File: config.mk
export PLATFORM = sky130hd
export DESIGN_NAME = bld_engine
export DESIGN_NICKNAME = d
export VERILOG_FILES = /design/src/design/bld_pkg.sv /design/src/design/bld_engine.sv
export SDC_FILE = /design/constraint.sdc
export NUM_CORES = 2
export LEC_CHECK = 0
export BUFFER_PORTS_ARGS = -buffer_cell sky130_fd_sc_hd__buf_2
export CAP_MARGIN = 20
export CORE_MARGIN = 3
export CORE_UTILIZATION = 45
export DETAILED_ROUTE_END_ITERATION = 6
export GPL_TIMING_DRIVEN = 0
export SETUP_SLACK_MARGIN = 0.3
export SLEW_MARGIN = 20
export SYNTH_ARGS = -nofsm -noshare
export SYNTH_HDL_FRONTEND = slang
export SYNTH_SLANG_ARGS = --single-unit
File: constraint.sdc
create_clock -name clk -period 14.9 [get_ports clk]
set_input_delay 0 -clock clk [delete_from_list [all_inputs] [get_ports clk]]
set_output_delay 0 -clock clk [all_outputs]
set_load 0.1 [all_outputs]
File: src/design/bld_pkg.sv
// Package for the lens distortion block: fixed-point types, constants, helpers.
// Used by every module of the block; no dependencies.
package bld_pkg;

  localparam int MaxIter  = 32;
  localparam int FracBits = 28;
  localparam int IterW    = 9;
  localparam int QDepth   = 2;

  typedef logic signed [31:0] q_t;

  typedef enum logic [2:0] {
    CfgK1  = 3'd0,
    CfgK2  = 3'd1,
    CfgK3  = 3'd2,
    CfgT1  = 3'd3,
    CfgT2  = 3'd4,
    CfgTol = 3'd5
  } cfg_idx_t;

  typedef struct packed {
    logic remove;
    q_t   px;
    q_t   py;
  } job_t;

  typedef struct packed {
    q_t               x;
    q_t               y;
    logic             conv;
    logic [IterW-1:0] iters;
  } res_t;

  typedef enum logic [1:0] {
    StIdle,
    StCalc,
    StCheck,
    StDone
  } eng_st_t;

  function automatic q_t sat33(input logic signed [32:0] v);
    if (v > 33'sd2147483647) return 32'sh7fffffff;
    if (v < -33'sd2147483648) return 32'sh80000000;
    return v[31:0];
  endfunction

  function automatic q_t qadd(input q_t a, input q_t b);
    return sat33(33'(a) + 33'(b));
  endfunction

  function automatic q_t qsub(input q_t a, input q_t b);
    return sat33(33'(a) - 33'(b));
  endfunction

  function automatic q_t qdbl(input q_t a);
    return sat33({a, 1'b0});
  endfunction

  function automatic q_t qround(input logic signed [63:0] p);
    logic signed [64:0] t;
    logic signed [64:0] s;
    t = 65'(p) + (65'sd1 <<< (FracBits - 1));
    s = t >>> FracBits;
    if (s > 65'sd2147483647) return 32'sh7fffffff;
    if (s < -65'sd2147483648) return 32'sh80000000;
    return s[31:0];
  endfunction

endpackage

File: src/design/bld_engine.sv
// Back end: evaluates the distortion polynomial on one shared multiplier,
// iterates the inverse, and holds the result. Depends on bld_pkg.
module bld_engine (
  input  logic          clk,
  input  logic          rst_n,
  input  logic          job_valid,
  output logic          job_take,
  input  bld_pkg::job_t job,
  input  bld_pkg::q_t   k1,
  input  bld_pkg::q_t   k2,
  input  bld_pkg::q_t   k3,
  input  bld_pkg::q_t   t1,
  input  bld_pkg::q_t   t2,
  input  logic [15:0]   tol,
  output logic          res_valid,
  input  logic          res_take,
  output bld_pkg::res_t res
);

  localparam int NStep = 22;

  bld_pkg::eng_st_t st_r, st_nxt;
  logic [4:0]   step_r;
  bld_pkg::job_t job_r;
  bld_pkg::q_t  ux_r, uy_r;
  bld_pkg::q_t  xx_r, yy_r, r2_r, r4_r, r6_r, kd_r, xy2_r, tx_r, ty_r, tmp_r;
  bld_pkg::q_t  dx_r, dy_r;
  logic [bld_pkg::IterW-1:0] it_r;
  bld_pkg::res_t res_r;
  logic          rv_r;

  bld_pkg::q_t  ma, mb, m;
  logic signed [63:0] prod;
  logic signed [33:0] ex, ey;
  logic [34:0] l1;
  logic        last_step;

  assign prod = 64'(ma) * 64'(mb);
  assign m    = bld_pkg::qround(prod);
  assign last_step = (step_r == 5'(NStep - 1));

  always_comb begin
    ma = ux_r;
    mb = ux_r;
    case (step_r)
      5'd0:  begin ma = ux_r;  mb = ux_r;  end
      5'd1:  begin ma = uy_r;  mb = uy_r;  end
      5'd2:  begin ma = r2_r;  mb = r2_r;  end
      5'd3:  begin ma = r4_r;  mb = r2_r;  end
      5'd4:  begin ma = k1;    mb = r2_r;  end
      5'd5:  begin ma = k2;    mb = r4_r;  end
      5'd6:  begin ma = k3;    mb = r6_r;  end
      5'd7:  begin ma = ux_r;  mb = uy_r;  end
      5'd8:  begin ma = t2;    mb = bld_pkg::qadd(r2_r, bld_pkg::qdbl(xx_r)); end
      5'd9:  begin ma = t1;    mb = xy2_r; end
      5'd10: begin ma = t1;    mb = bld_pkg::qadd(r2_r, bld_pkg::qdbl(yy_r)); end
      5'd11: begin ma = t2;    mb = xy2_r; end
      5'd12: begin ma = ux_r;  mb = kd_r;  end
      5'd13: begin ma = uy_r;  mb = kd_r;  end
      default: begin ma = ux_r; mb = ux_r; end
    endcase
  end

  always_comb begin
    ex = 34'(ux_r) + 34'(dx_r) - 34'(job_r.px);
    ey = 34'(uy_r) + 34'(dy_r) - 34'(job_r.py);
    l1 = 35'(ex[33] ? -ex : ex) + 35'(ey[33] ? -ey : ey);
  end

  always_comb begin
    st_nxt = st_r;
    unique case (st_r)
      bld_pkg::StIdle:  if (job_valid && !rv_r) st_nxt = bld_pkg::StCalc;
      bld_pkg::StCalc:  if (last_step) st_nxt = bld_pkg::StCheck;
      bld_pkg::StCheck: begin
        if (!job_r.remove || l1 <= 35'(tol) ||
            it_r >= bld_pkg::IterW'(bld_pkg::MaxIter)) begin
          st_nxt = bld_pkg::StDone;
        end else begin
          st_nxt = bld_pkg::StCalc;
        end
      end
      bld_pkg::StDone:  st_nxt = bld_pkg::StIdle;
      default:          st_nxt = bld_pkg::StIdle;
    endcase
  end

  always_comb begin
    job_take = (st_r == bld_pkg::StIdle) && job_valid && !rv_r;
  end

  always_ff @(posedge clk) begin
    if (!rst_n) begin
      st_r   <= bld_pkg::StIdle;
      step_r <= 5'd0;
      rv_r   <= 1'b0;
      it_r   <= '0;
    end else begin
      st_r <= st_nxt;
      if (st_r == bld_pkg::StCalc) step_r <= last_step ? 5'd0 : step_r + 5'd1;
      if (job_take) it_r <= '0;
      if (st_r == bld_pkg::StCheck && st_nxt == bld_pkg::StCalc)
        it_r <= it_r + bld_pkg::IterW'(1);
      if (st_r == bld_pkg::StDone) rv_r <= 1'b1;
      else if (res_take && rv_r) rv_r <= 1'b0;
    end
  end

  always_ff @(posedge clk) begin
    if (job_take) begin
      job_r <= job;
      ux_r  <= job.px;
      uy_r  <= job.py;
    end
    if (st_r == bld_pkg::StCalc) begin
      case (step_r)
        5'd0:  xx_r  <= m;
        5'd1:  begin yy_r <= m; r2_r <= bld_pkg::qadd(xx_r, m); end
        5'd2:  r4_r  <= m;
        5'd3:  r6_r  <= m;
        5'd4:  tmp_r <= m;
        5'd5:  tmp_r <= bld_pkg::qadd(tmp_r, m);
        5'd6:  kd_r  <= bld_pkg::qadd(tmp_r, m);
        5'd7:  xy2_r <= bld_pkg::qdbl(m);
        5'd8:  tmp_r <= m;
        5'd9:  tx_r  <= bld_pkg::qadd(tmp_r, m);
        5'd10: tmp_r <= m;
        5'd11: ty_r  <= bld_pkg::qadd(tmp_r, m);
        5'd12: dx_r  <= bld_pkg::qadd(m, tx_r);
        5'd13: dy_r  <= bld_pkg::qadd(m, ty_r);
        default: ;
      endcase
    end
    if (st_r == bld_pkg::StCheck) begin
      if (!job_r.remove) begin
        res_r.x     <= bld_pkg::qadd(job_r.px, dx_r);
        res_r.y     <= bld_pkg::qadd(job_r.py, dy_r);
        res_r.conv  <= 1'b1;
        res_r.iters <= '0;
      end else begin
        res_r.x     <= ux_r;
        res_r.y     <= uy_r;
        res_r.conv  <= (l1 <= 35'(tol));
        res_r.iters <= it_r;
        if (st_nxt == bld_pkg::StCalc) begin
          ux_r <= bld_pkg::qsub(job_r.px, dx_r);
          uy_r <= bld_pkg::qsub(job_r.py, dy_r);
        end
      end
    end
  end

  assign res_valid = rv_r;
  assign res       = res_r;

endmodule

==> out/metrics.cfg <==
[sta]
post-route-period-util_pct=113
drv_slew=0
relSlewSlack_pct=3.52
max_freq_mhz=59.5
fin_worst_skew_ns=0.0316
setup_viol=224
setup_ws_ns=-1.90
period_needed_ns=16.80
hold_violations=0
tightest_slew_ns=1.45
grt_setup_unrepaired=yes

[critical_path]
max_stage_delay_ns=0.60
cpLargestDelayFamily=compound AO/OA/AOI/OAI gates
critPathRequiredTime_ns=15.43
crit_top_cell=fa_1
crit_buf_inv=16
cp-end-kind=flop
r2r_slack_ns=-1.90
crit_type=reg2reg
cp-start-kind=flop
reg2reg_depth=72
cp.depth=72
crit_arrival_ns=17.33
slowest_stage=fa_1
crit_fanout=10

[clock_tree]
root_buffer=clkbuf_16
cts_sinks=604
clockBufferDepth=3
worstSkewPairLatency_ns=0.70
cts_max_level=3
path_clk_slew_ns=0.07
cts_made_buffers=67
cts_tree=yes

[placed_design]
gp_congestion=1.10
dp_slack_ns=-5.91
io_buffers=319
dpl.hpwl_microns=363000
dp_cells=12522
dpl_cell_area_sq_um=93400

[global_routing]
grt_use_total_pct=43.6
grt_max_degree=42
grt_pass1_wl_microns=600000
antenna_found_initial=38
grt_overflow_total=0
grt_pass1_vias=78366

[cells_and_area]
fill_cells=17203
nNetsFinal=12589
area_delta_synth_final_pct=20.9
multi_input_area_sq_um=65000
drive_gt1_share_pct=18.3
seq_area_sq_um=17300
stdcell_area_sq_um=104000
fin_cells=13113

[run_status]
violations=design-rule violations, negative setup slack
status=complete, but fails checks

[min_path]
min_path_cells=2
hold_class=in2reg

[floorplan]
start_util_pct=45.6
dieArea_sq_um=196000
rows=159
num_io_pins=321
core_area_sq_um=189000
die_y_microns=443
dieWidth_microns=443

[drt]
wl_per_cell_microns=33.6
ant_nets=0
vias=80832
viasPerCell=6.16
drc=18
dr.pass1.iters=7
drt_wl_total_microns=440000
drtIter0Drc=10941

[yosys]
synth_edf_count=523
muxShareOfSynthArea_pct=0.169
async_flop_share_pct=0
yosys.area_share.simple_pct=13.8
ys.flop_type=edfxtp_1
yosysSeqAreaShare_pct=20.1
syn-num-nets=11640
synth-xor-area-share_pct=4.72
synth_top_cell_by_area=fa_1
synth_cells=9605
synth_seq_cells=604
synth_area_leaders=fa_1, edfxtp_1, ha_1
synth_fa_ha_area_share_pct=36.6
ys_types=108
synth_compound_gate_area_share_pct=15.9
synth_top_family_by_area=adder cells
ys_warn_count=0
synth_top_area_share_pct=27.1
synth_area_sq_um=86000
avgSynthCellArea_sq_um=8.96

[run]
cap_violations=0

-- sequential cells by signal, indices dropped and copies added, names as in the netlist, 9 cells and up --
| signal | cells |
|---|---|
| tx_r | 32 |
| uy_r | 32 |
| xy2_r | 32 |
| r2_r | 32 |
| job_r | 65 |
| r4_r | 32 |
| dy_r | 32 |
| xx_r | 32 |
| ux_r | 32 |
| r6_r | 32 |
| kd_r | 32 |
| tmp_r | 32 |
| yy_r | 32 |
| ty_r | 32 |
| it_r | 9 |
| dx_r | 32 |
| res | 74 |
-- stage by stage --
stage / util [%] / setup TNS, ns / hold slack [ns]
finish: 55.1 / -379.40 / 0.0481
CTS: 52.9 / -396.89 / 0.0137
detailed placement: 49.4 / -1463.38 / 0.184
global placement: 48.5 / -2453.46 / 0.181
global route: 55.1 / -453.23 / 0.0449
floorplan: - / -1.16 / 0.0989
-- worst reg2reg max path, delay by kind of cell, from the launching register on --
family / cells / cell delay [ns]
xor gates and xnor gates: 1 / 0.20
DFF: 1 / 0.38
adders and majority gates: 12 / 5.23
AOI/OAI and AO/OA: 29 / 5.71
and+or+nand+nor: 14 / 2.49
buffers and inverters: 16 / 2.66
-- cell families after synthesis --
family	after synthesis
and+or+nand+nor	2657
AOI/OAI and AO/OA	2072
buffers and inverters	1973
adders and majority gates	1821
DFF	604
xor gates and xnor gates	464
muxes	14
-- cell type report --
| class | instances | share of cell area (%) |
|---|---|---|
| inverters | 1519 | 5.52 |
| diodes | 11 | 0.0265 |
| repair buffers | 879 | 7.00 |
| multi-input cells | 7029 | 62.5 |
| plain buffers | 454 | 3.19 |
| flip-flops and latches | 604 | 16.7 |
| well taps | 2495 | 3.00 |
| clock buffers | 78 | 1.67 |
| clock inverters | 44 | 0.431 |
-- synthesized netlist by cell type, types with 52 or more instances --
library cell     n
nor3_1         121
nor2b_1         73
a22oi_1         73
clkbuf_1       393
inv_1         1518
o211ai_1        58
ha_1           624
nor2_1        1044
nand2_1        809
a31oi_1         52
a222oi_1        97
o21bai_1        56
a21o_1         172
nand3_1        129
or2_2           57
and2_1          62
a211oi_1       112
a21oi_1        552
o21ai_0        390
xnor2_1        305
xor2_1         159
o21ai_1         62
dfxtp_1         81
edfxtp_1       523
o31ai_1         53
and3_1          58
nand2b_1        94
fa_1          1166
nand4_1         73
o21a_1          90
-- placed cells by master, fill, tap and decap left out, drive strengths merged, types with 69 or more instances in the layout --
master and n:
buf 925, nor2 1045, nand2 809, edfxtp 523, ha 624, a21oi 555, xor2 159, o21a 90
a211oi 114, xnor2 305, a222oi 97, o211ai 79, dfxtp 81, nand3 130, inv 1519, dlygate4sd3 69
a21o 172, nand2b 94, nand4 73, o21ai 454, fa 1166, nor2b 73, a22oi 73, nor3 124
clkbuf 410
-- final timing paths --
path / endpoint / startpoint
max reg2reg: dx_r[28] / yy_r[30]
min reg2reg: it_r[7] / it_r[7]
max: dx_r[28] / yy_r[30]
min: job_r[58] / job[58]
-- per-layer routing --
metal | vias up | track usage [%] | part of all wire [%]
met2 | 5091 | 61.0 | 40
met3 | 1042 | 12.5 | 12
li1 | 33958 | - | -
met1 | 40725 | 59.2 | 39
met4 | 16 | 27.1 | 8.0
met5 | - | 0.293 | 0.031
-- what timing repair did --
action                                  CTS  global route
endpoints found under the setup margin  384           228
hold buffers                             69             0
setup buffers                           184           184
hold endpoints to repair                135             0
pin swaps                               137           311
cloned                                    1            16
resized for setup                       575           675
Power is left out: the tool's default activity adds up to more than one toggle a clock period on the data nets, which glitch-free logic cannot reach.
