### config.mk
export PLATFORM = sky130hd
export DESIGN_NAME = bld_front
export DESIGN_NICKNAME = d
export VERILOG_FILES = /design/src/design/bld_pkg.sv /design/src/design/bld_front.sv
export SDC_FILE = /design/constraint.sdc
export NUM_CORES = 1
export LEC_CHECK = 0
export ABC_AREA = 1
export BUFFER_PORTS_ARGS = -buffer_cell sky130_fd_sc_hd__clkbuf_2
export CORE_ASPECT_RATIO = 2
export CORE_UTILIZATION = 48
export CTS_BUF_LIST = sky130_fd_sc_hd__clkbuf_4
export CTS_CLUSTER_SIZE = 10
export DETAILED_ROUTE_END_ITERATION = 12
export PLACE_DENSITY = 0.82
export SETUP_SLACK_MARGIN = 0.5
export SYNTH_ARGS = -nofsm -noshare
export SYNTH_HDL_FRONTEND = slang
export SYNTH_SLANG_ARGS = --single-unit
### constraint.sdc
create_clock -name clk -period 4.1 [get_ports clk]
set_clock_uncertainty 0.1 [all_clocks]
set_input_delay 0.205 -clock clk [delete_from_list [all_inputs] [get_ports clk]]
set_output_delay 0.205 -clock clk [all_outputs]
set_load 0.03 [all_outputs]
### src/design/bld_pkg.sv
// Package for the lens distortion block: fixed-point types, constants, helpers.
// Used by every module of the block; no dependencies.
package bld_pkg;

  localparam int MaxIter  = 32;
  localparam int FracBits = 28;
  localparam int IterW    = 9;
  localparam int QDepth   = 2;

  typedef logic signed [31:0] q_t;

  typedef enum logic [2:0] {
    CfgK1  = 3'd0,
    CfgK2  = 3'd1,
    CfgK3  = 3'd2,
    CfgT1  = 3'd3,
    CfgT2  = 3'd4,
    CfgTol = 3'd5
  } cfg_idx_t;

  typedef struct packed {
    logic remove;
    q_t   px;
    q_t   py;
  } job_t;

  typedef struct packed {
    q_t               x;
    q_t               y;
    logic             conv;
    logic [IterW-1:0] iters;
  } res_t;

  typedef enum logic [1:0] {
    StIdle,
    StCalc,
    StCheck,
    StDone
  } eng_st_t;

  function automatic q_t sat33(input logic signed [32:0] v);
    if (v > 33'sd2147483647) return 32'sh7fffffff;
    if (v < -33'sd2147483648) return 32'sh80000000;
    return v[31:0];
  endfunction

  function automatic q_t qadd(input q_t a, input q_t b);
    return sat33(33'(a) + 33'(b));
  endfunction

  function automatic q_t qsub(input q_t a, input q_t b);
    return sat33(33'(a) - 33'(b));
  endfunction

  function automatic q_t qdbl(input q_t a);
    return sat33({a, 1'b0});
  endfunction

  function automatic q_t qround(input logic signed [63:0] p);
    logic signed [64:0] t;
    logic signed [64:0] s;
    t = 65'(p) + (65'sd1 <<< (FracBits - 1));
    s = t >>> FracBits;
    if (s > 65'sd2147483647) return 32'sh7fffffff;
    if (s < -65'sd2147483648) return 32'sh80000000;
    return s[31:0];
  endfunction

endpackage

### src/design/bld_front.sv
// Front end: accepts input transactions into a short job queue.
// Depends on bld_pkg.
module bld_front (
  input  logic          clk,
  input  logic          rst_n,
  input  logic          push,
  output logic          full,
  input  bld_pkg::job_t job_in,
  output logic          job_valid,
  input  logic          job_take,
  output bld_pkg::job_t job_out
);

  bld_pkg::job_t q_r [bld_pkg::QDepth];
  logic          rd_r;
  logic          wr_r;
  logic [1:0]    cnt_r;
  logic [1:0]    cnt_nxt;
  logic          do_push;
  logic          do_pop;

  assign full      = (cnt_r == 2'(bld_pkg::QDepth));
  assign job_valid = (cnt_r != 2'd0);
  assign job_out   = q_r[rd_r];
  assign do_push   = push && !full;
  assign do_pop    = job_take && job_valid;

  always_comb begin
    cnt_nxt = cnt_r;
    if (do_push && !do_pop) cnt_nxt = cnt_r + 2'd1;
    else if (!do_push && do_pop) cnt_nxt = cnt_r - 2'd1;
  end

  always_ff @(posedge clk) begin
    if (!rst_n) begin
      rd_r  <= 1'b0;
      wr_r  <= 1'b0;
      cnt_r <= 2'd0;
    end else begin
      cnt_r <= cnt_nxt;
      if (do_push) wr_r <= ~wr_r;
      if (do_pop) rd_r <= ~rd_r;
    end
  end

  always_ff @(posedge clk) begin
    if (do_push) q_r[wr_r] <= job_in;
  end

endmodule

==> results of run 1 <==
==> layout make-up <==
cell class | instances | area [sq um] | area share
Multi-Input combinational cell | 89 | 1050 | 0.151
Clock buffer | 19 | 143 | 0.0205
Sequential cell | 135 | 4010 | 0.576
Timing Repair Buffer | 208 | 1400 | 0.201
Tap cell | 137 | 171 | 0.0246
Antenna cell | 1 | 2.50 | 0.000360
Clock inverter | 12 | 154 | 0.0221
Inverter | 8 | 30.0 | 0.00432
==> cells by family (layout without fill, tap and decap cells) <==
kind of cell    after synthesis  in the layout
other cells                   0              1
compound gates                5              5
buf+inv                      15            247
fa+ha+maj                     1              1
flops                       135            135
mux                          65             65
simple gates                 18             18
==> how the worst min path moves through the flow <==
| stage | slack, ns | cells past startpoint | endpoint |
|---|---|---|---|
| final | 0.31 | 2 | q_r[1][62]$_DFFE_PP_ |
| after global routing | 0.26 | 2 | q_r[1][29]$_DFFE_PP_ |
| after CTS | 0.25 | 2 | q_r[1][62]$_DFFE_PP_ |
| after detailed placement | 0.30 | 1 | q_r[0][0]$_DFFE_PP_ |
| after global placement | 0.29 | 1 | q_r[1][46]$_DFFE_PP_ |
| after floorplan | 0.20 | 0 | q_r[0][0]$_DFFE_PP_ |
==> synthesized netlist by cell type, drive strengths merged <==
library cell and instances:
inv 8, o21ai 3, mux2 65, ha 1
dfxtp 5, nand4 1, a21oi 1, nand3 1
nand2 7, o21a 1, edfxtp 130, buf 7
nor2 9
==> report_power, final <==
group          internal [uW]  total [uW]  leakage (uW)  switching (uW)
registers               1740        1840       0.00125            95.0
logic                    498        1280       0.00138             782
clock network            433         903      0.000155             470
==> state kept, by name, indices dropped and copies added (netlist names), named ones only <==
register	count
cnt_r	2
q_r	130
wr_r	1
rd_r	1
==> what timing repair did <==
action / CTS / global route
hold buffers: 70 / 0
endpoints found under the hold margin: 135 / 0
buffers inserted: 0 / 0
==> metrics by stage <==
| step | setup slack [ns] | hold WS [ns] |
|---|---|---|
| 6_report | 1.35 | 0.308 |
| 3_5_place_dp | 1.84 | 0.297 |
| 5_1_grt | 1.21 | 0.257 |
| 3_3_place_gp | 1.91 | 0.293 |
| 2_1_floorplan | 0.305 | 0.204 |
| 4_1_cts | 1.25 | 0.248 |
==> layer usage <==
layer / global-route usage / wire (um) / up-vias
met1: 0.190 / 3580 / 1410
li1: - / - / 1369
met2: 0.349 / 5820 / 130
met4: 0.131 / 481 / 0
met5: 0 / 0 / -
met3: 0.0637 / 523 / 37
==> flow_metrics.py, run 1 <==
metrics = {
    "status": {
        "outcome": "complete, no violations",
    },
    "sta": {
        "slew-limit-headroom": 0.541,
        "slew_viol_final": 0,
        "tns_ns": 0,
        "worstMarginPinSlew_ns": 0.686,
        "finalCritPeriodShare": 0.672,
        "period_minus_slack_ns": 2.75,
        "rsz0062_at_grt": "false",
        "setup_viol": 0,
        "fmax_mhz": 363,
        "hold_violations": 0,
    },
    "clocking": {
        "cts.sinks": 135,
        "htreeDepth": 4,
        "cts-buffers-inserted": 17,
        "cts_tree": "done",
        "clk-insertion-delay-late_ns": 0.51,
        "clk_pin_slew_ns": 0.11,
        "clock-root-buffer": "clkbuf_4",
        "postCtsResizedCells": 0,
        "cts_buffer_depth": 2,
    },
    "critical_path": {
        "reg2reg_from": "cnt_r[0]$_SDFFE_PN0P_",
        "reg2reg_slack_ns": 1.79,
        "r2r_end": "q_r[0][51]$_DFFE_PP_",
        "arrival_ns": 2.45,
        "start_kind": "flip-flop",
        "critPathKind": "flip-flop to output port",
        "required_ns": 3.80,
        "endpoint_kind": "output port",
        "crit_cells": 3,
        "path_max_fanout": 36,
        "crit_end": "job_out[59]",
        "crit_slowest_cell": "dfxtp_4",
        "slowest_delay_ns": 0.67,
        "crit_chain": "buf_4 -> mux2_2 -> clkbuf_2",
        "rr_worst_depth": 3,
        "crit_buf_inv": 2,
        "cp_top_family": "buffers and inverters",
    },
    "place": {
        "place_inst": 507,
        "hpwl_mm": 6.05,
        "dpl_cell_area_sq_mm": 0.00596,
        "io_buffers": 135,
        "gp_congestion": 0.740,
    },
    "floorplanning": {
        "start_util": 0.491,
        "core_sq_mm": 0.0105,
        "die_w_um": 75.2,
        "ioPinCount": 136,
        "die_y_um": 148,
        "dieArea_sq_mm": 0.0112,
        "core.rowCount": 53,
    },
    "min_path": {
        "holdCritPathClass": "primary input to flip-flop",
        "hold_start": "job_in[62]",
    },
    "synthesis": {
        "synth_fa_ha_area_frac": 0.00243,
        "yosysTopAreaCell": "edfxtp_1",
        "synth_mux_area_frac": 0.179,
        "synth_top_family_by_area": "multiplexers",
        "yosysTopAreaCellShare": 0.759,
        "ys_types": 16,
        "avgSynthCellArea_sq_um": 21.5,
        "synth_xor_area_frac": 0,
        "synth_seq_cells": 135,
        "synth-simple-area-share": 0.0139,
        "synth_compound_area_frac": 0.00608,
        "ys_seq_area_frac": 0.779,
        "syn-cell-area_sq_mm": 0.00514,
        "synth_fp_nets": 309,
        "synth_cells": 239,
        "yosys-top-cells-area": "edfxtp_1 (76%), mux2_4 (15%), mux2_2 (3.3%)",
        "synth_warnings": 0,
    },
    "pwr": {
        "power_uw": 4020,
        "p_leak_uw": 0.00279,
        "irDropWorstVdd_mv": 0.425,
        "p_per_area_mw_per_mm2": 578,
    },
    "global_routing": {
        "grt_overflow_total": 0,
        "antenna_found_initial": 1,
        "grt_max_degree": 44,
        "grt_pass1_wl_mm": 15.5,
        "first_global_vias": 3249,
        "grt_usage": 0.199,
    },
    "layout": {
        "drive_gt1_frac": 0.505,
        "syn_to_final_growth_pct": 35.3,
        "num-fill-cells": 741,
        "final_cell_area_sq_mm": 0.00696,
        "layoutNonFillerInstCount": 609,
        "mostFrequentLayoutCell": "clkbuf_2",
        "nets": 529,
        "mostFrequentLayoutCells": "clkbuf_2 (135), edfxtp_1 (130), dlygate4sd3_1 (70)",
        "finish.utilization": 0.664,
    },
    "routing": {
        "vias": 2946,
        "drt_iter0_drc": 90,
        "post_drt_wl_per_cell_um": 17.1,
        "dr.pass1.iters": 4,
        "postRouteAntennaNets": 0,
        "drt-total-wl_mm": 10.4,
        "vias_per_cell": 4.84,
        "drc": 0,
    },
    "run": {
        "cap_violations": 0,
    },
}
Power figures use the tool's default switching activity.
==> run 2: changes to the inputs <==
--- a/config.mk
+++ b/config.mk
@@ -12,7 +12,7 @@
 export CTS_BUF_LIST = sky130_fd_sc_hd__clkbuf_4
 export CTS_CLUSTER_SIZE = 10
 export DETAILED_ROUTE_END_ITERATION = 12
-export PLACE_DENSITY = 0.82
+export PLACE_DENSITY = 0.79
 export SETUP_SLACK_MARGIN = 0.5
 export SYNTH_ARGS = -nofsm -noshare
 export SYNTH_HDL_FRONTEND = slang
==> constraint.sdc (replaced) <==
create_clock -name clk -period 2.8 [get_ports clk]
set_clock_uncertainty 0.1 [all_clocks]
set_input_delay 0.14 -clock clk [delete_from_list [all_inputs] [get_ports clk]]
set_output_delay 0.14 -clock clk [all_outputs]
set_load 0.03 [all_outputs]
==> run 2 against run 1 <==
- design area rose by 0.14%
- setup slack got worse by 0.66 ns
- non-clock buffer count did not move
- utilization rose by 0.096 points
- first-iteration DRC count rose by 70%
- die area did not move
- combinational power rose by 50%
- routed wire length fell by 7.1%
- critical path depth did not move
- sequential power rose by 45%
- count of clock-buffer cells in the layout fell by 1
- via count fell by 1.4%
- highest routed layer unchanged
==> flow_metrics.py, run 2 (synthesis gave the netlist of run 1 again) <==
metrics = {
    "floorplanning": {
        "ioPinCount": 136,
        "dieArea_sq_mm": 0.0112,
        "core_sq_mm": 0.0105,
        "start_util": 0.491,
        "core.rowCount": 53,
        "die_w_um": 75.2,
        "die_y_um": 148,
    },
    "pwr": {
        "pwr-share-clk": 0.206,
        "power_frac_comb": 0.334,
        "irDropWorstVdd_mv": 0.717,
        "p_sw_uw": 1930,
        "power_frac_seq": 0.461,
        "switching_share": 0.335,
        "p_per_area_mw_per_mm2": 828,
        "p_leak_uw": 0.00278,
        "internal_power_uw": 3840,
    },
    "critical_path": {
        "path_max_fanout": 17,
        "endpoint_kind": "output port",
        "rr_worst_depth": 9,
        "reg2reg_slack_ns": 1.03,
        "required_ns": 2.56,
        "r2r_end": "cnt_r[1]$_SDFFE_PN0P_",
        "start_kind": "flip-flop",
        "critPathKind": "flip-flop to output port",
        "reg2reg_from": "cnt_r[1]$_SDFFE_PN0P_",
        "arrival_ns": 1.88,
    },
    "sta": {
        "setup_slack_ns": 0.684,
        "rsz0062_at_grt": "false",
        "fmax_mhz": 473,
        "worstMarginPinSlew_ns": 0.372,
        "slew-limit-headroom": 0.752,
        "finalCritPeriodShare": 0.756,
        "whs_ns": 0.262,
        "setup_viol": 0,
        "hold_violations": 0,
        "tns_ns": 0,
        "period_minus_slack_ns": 2.12,
        "slew_viol_final": 0,
    },
    "global_routing": {
        "grt_overflow_total": 0,
        "grt_usage": 0.185,
        "grt_pass1_wl_mm": 14.4,
        "grt_max_degree": 66,
        "first_global_vias": 3071,
        "antenna_found_initial": 1,
    },
    "routing": {
        "postRouteAntennaNets": 0,
        "post_drt_wl_per_cell_um": 15.9,
        "dr.pass1.iters": 4,
        "vias_per_cell": 4.76,
        "drc": 0,
        "drt_iter0_drc": 153,
        "drt-total-wl_mm": 9.67,
        "vias": 2905,
    },
    "layout": {
        "largest_reg_flops": 130,
        "syn_to_final_growth_pct": 35.5,
        "regMostFlops": "q_r",
        "drive_gt1_frac": 0.504,
        "final_cell_area_sq_mm": 0.00697,
        "top_regs": "q_r: 130 flops, cnt_r: 2 flops",
        "mostFrequentLayoutCells": "clkbuf_2 (135), edfxtp_1 (130), dlygate4sd3_1 (68)",
        "nets": 529,
        "layoutNonFillerInstCount": 610,
        "num-fill-cells": 763,
        "mostFrequentLayoutCell": "clkbuf_2",
    },
    "place": {
        "place_ws_ns": 1.05,
        "gp_congestion": 0.767,
        "dpl_cell_area_sq_mm": 0.00600,
        "io_buffers": 135,
        "hpwl_mm": 6.01,
        "place_inst": 508,
    },
    "min_path": {
        "holdCritPathClass": "primary input to flip-flop",
        "hold_path_end": "q_r[0][7]$_DFFE_PP_",
        "hold_depth": 2,
        "hold_start": "job_in[7]",
    },
    "clocking": {
        "clk_pin_slew_ns": 0.12,
        "cts_tree": "done",
        "clk-insertion-delay-late_ns": 0.49,
        "cts-buffers-inserted": 17,
        "cts_buffer_depth": 2,
        "clock-root-buffer": "clkbuf_4",
        "htreeDepth": 4,
        "postCtsResizedCells": 0,
        "cts.sinks": 135,
    },
    "status": {
        "outcome": "complete, no violations",
    },
    "run": {
        "cap_violations": 0,
    },
}
==> run 2: worst max path at each step <==
stage	start	endpoint	slack, ns
final	flip-flop	job_out[61]	0.68
after global routing	flip-flop	job_out[61]	0.52
after CTS	flip-flop	job_out[61]	0.62
after detailed placement	flip-flop	job_out[61]	1.05
after global placement	flip-flop	job_out[61]	1.05
after floorplan	cnt_r[1]$_SDFFE_PN0P_	q_r[0][0]$_DFFE_PP_	0.09
==> run 2: power groups by stage <==
stage               Sequential (uW)  Combinational [uW]  Clock [uW]
global route                   2690                2030        1310
CTS                            2660                1940        1220
detailed placement             2720                1820           0
global placement               2700                1790           0
finish                         2660                1920        1190
floorplan                      2670                1420           0
==> run 2: layer usage <==
| metal | vias up | GRT usage | wire, um |
|---|---|---|---|
| met4 | 0 | 0.102 | 362 |
| met5 | - | 0 | 0 |
| li1 | 1373 | - | - |
| met1 | 1409 | 0.164 | 3240 |
| met3 | 25 | 0.0657 | 429 |
| met2 | 98 | 0.341 | 5640 |
==> run 2: repair_timing <==
| item | in CTS | in global routing |
|---|---|---|
| buffers inserted | 1 | 0 |
| endpoints found under the setup margin | 14 | 0 |
| hold buffers | 68 | 0 |
| hold endpoints to repair | 135 | 0 |
==> run 2: area by class of cell <==
cell class                      instances  area [sq um]  area share
Antenna cell                            1          2.50    0.000359
Clock buffer                           18           135      0.0194
Clock inverter                         14           135      0.0194
Inverter                                8          30.0     0.00431
Multi-Input combinational cell         89          1050       0.151
Sequential cell                       135          4010       0.575
Tap cell                              137           171      0.0246
Timing Repair Buffer                  208          1440       0.206
==> run 2: metrics by stage <==
step                      power, uW   util
after floorplan                4090      -
after global placement         4490  0.573
after detailed placement       4550  0.573
after CTS                      5810  0.665
after global routing           6020  0.665
final                          5770  0.665
==> run 2: worst max-delay path, stage by stage (launching register included) <==
cell and delay, ns:
dfxtp_4 0.49, buf_4 0.33, mux2_2 0.37, clkbuf_2 0.18
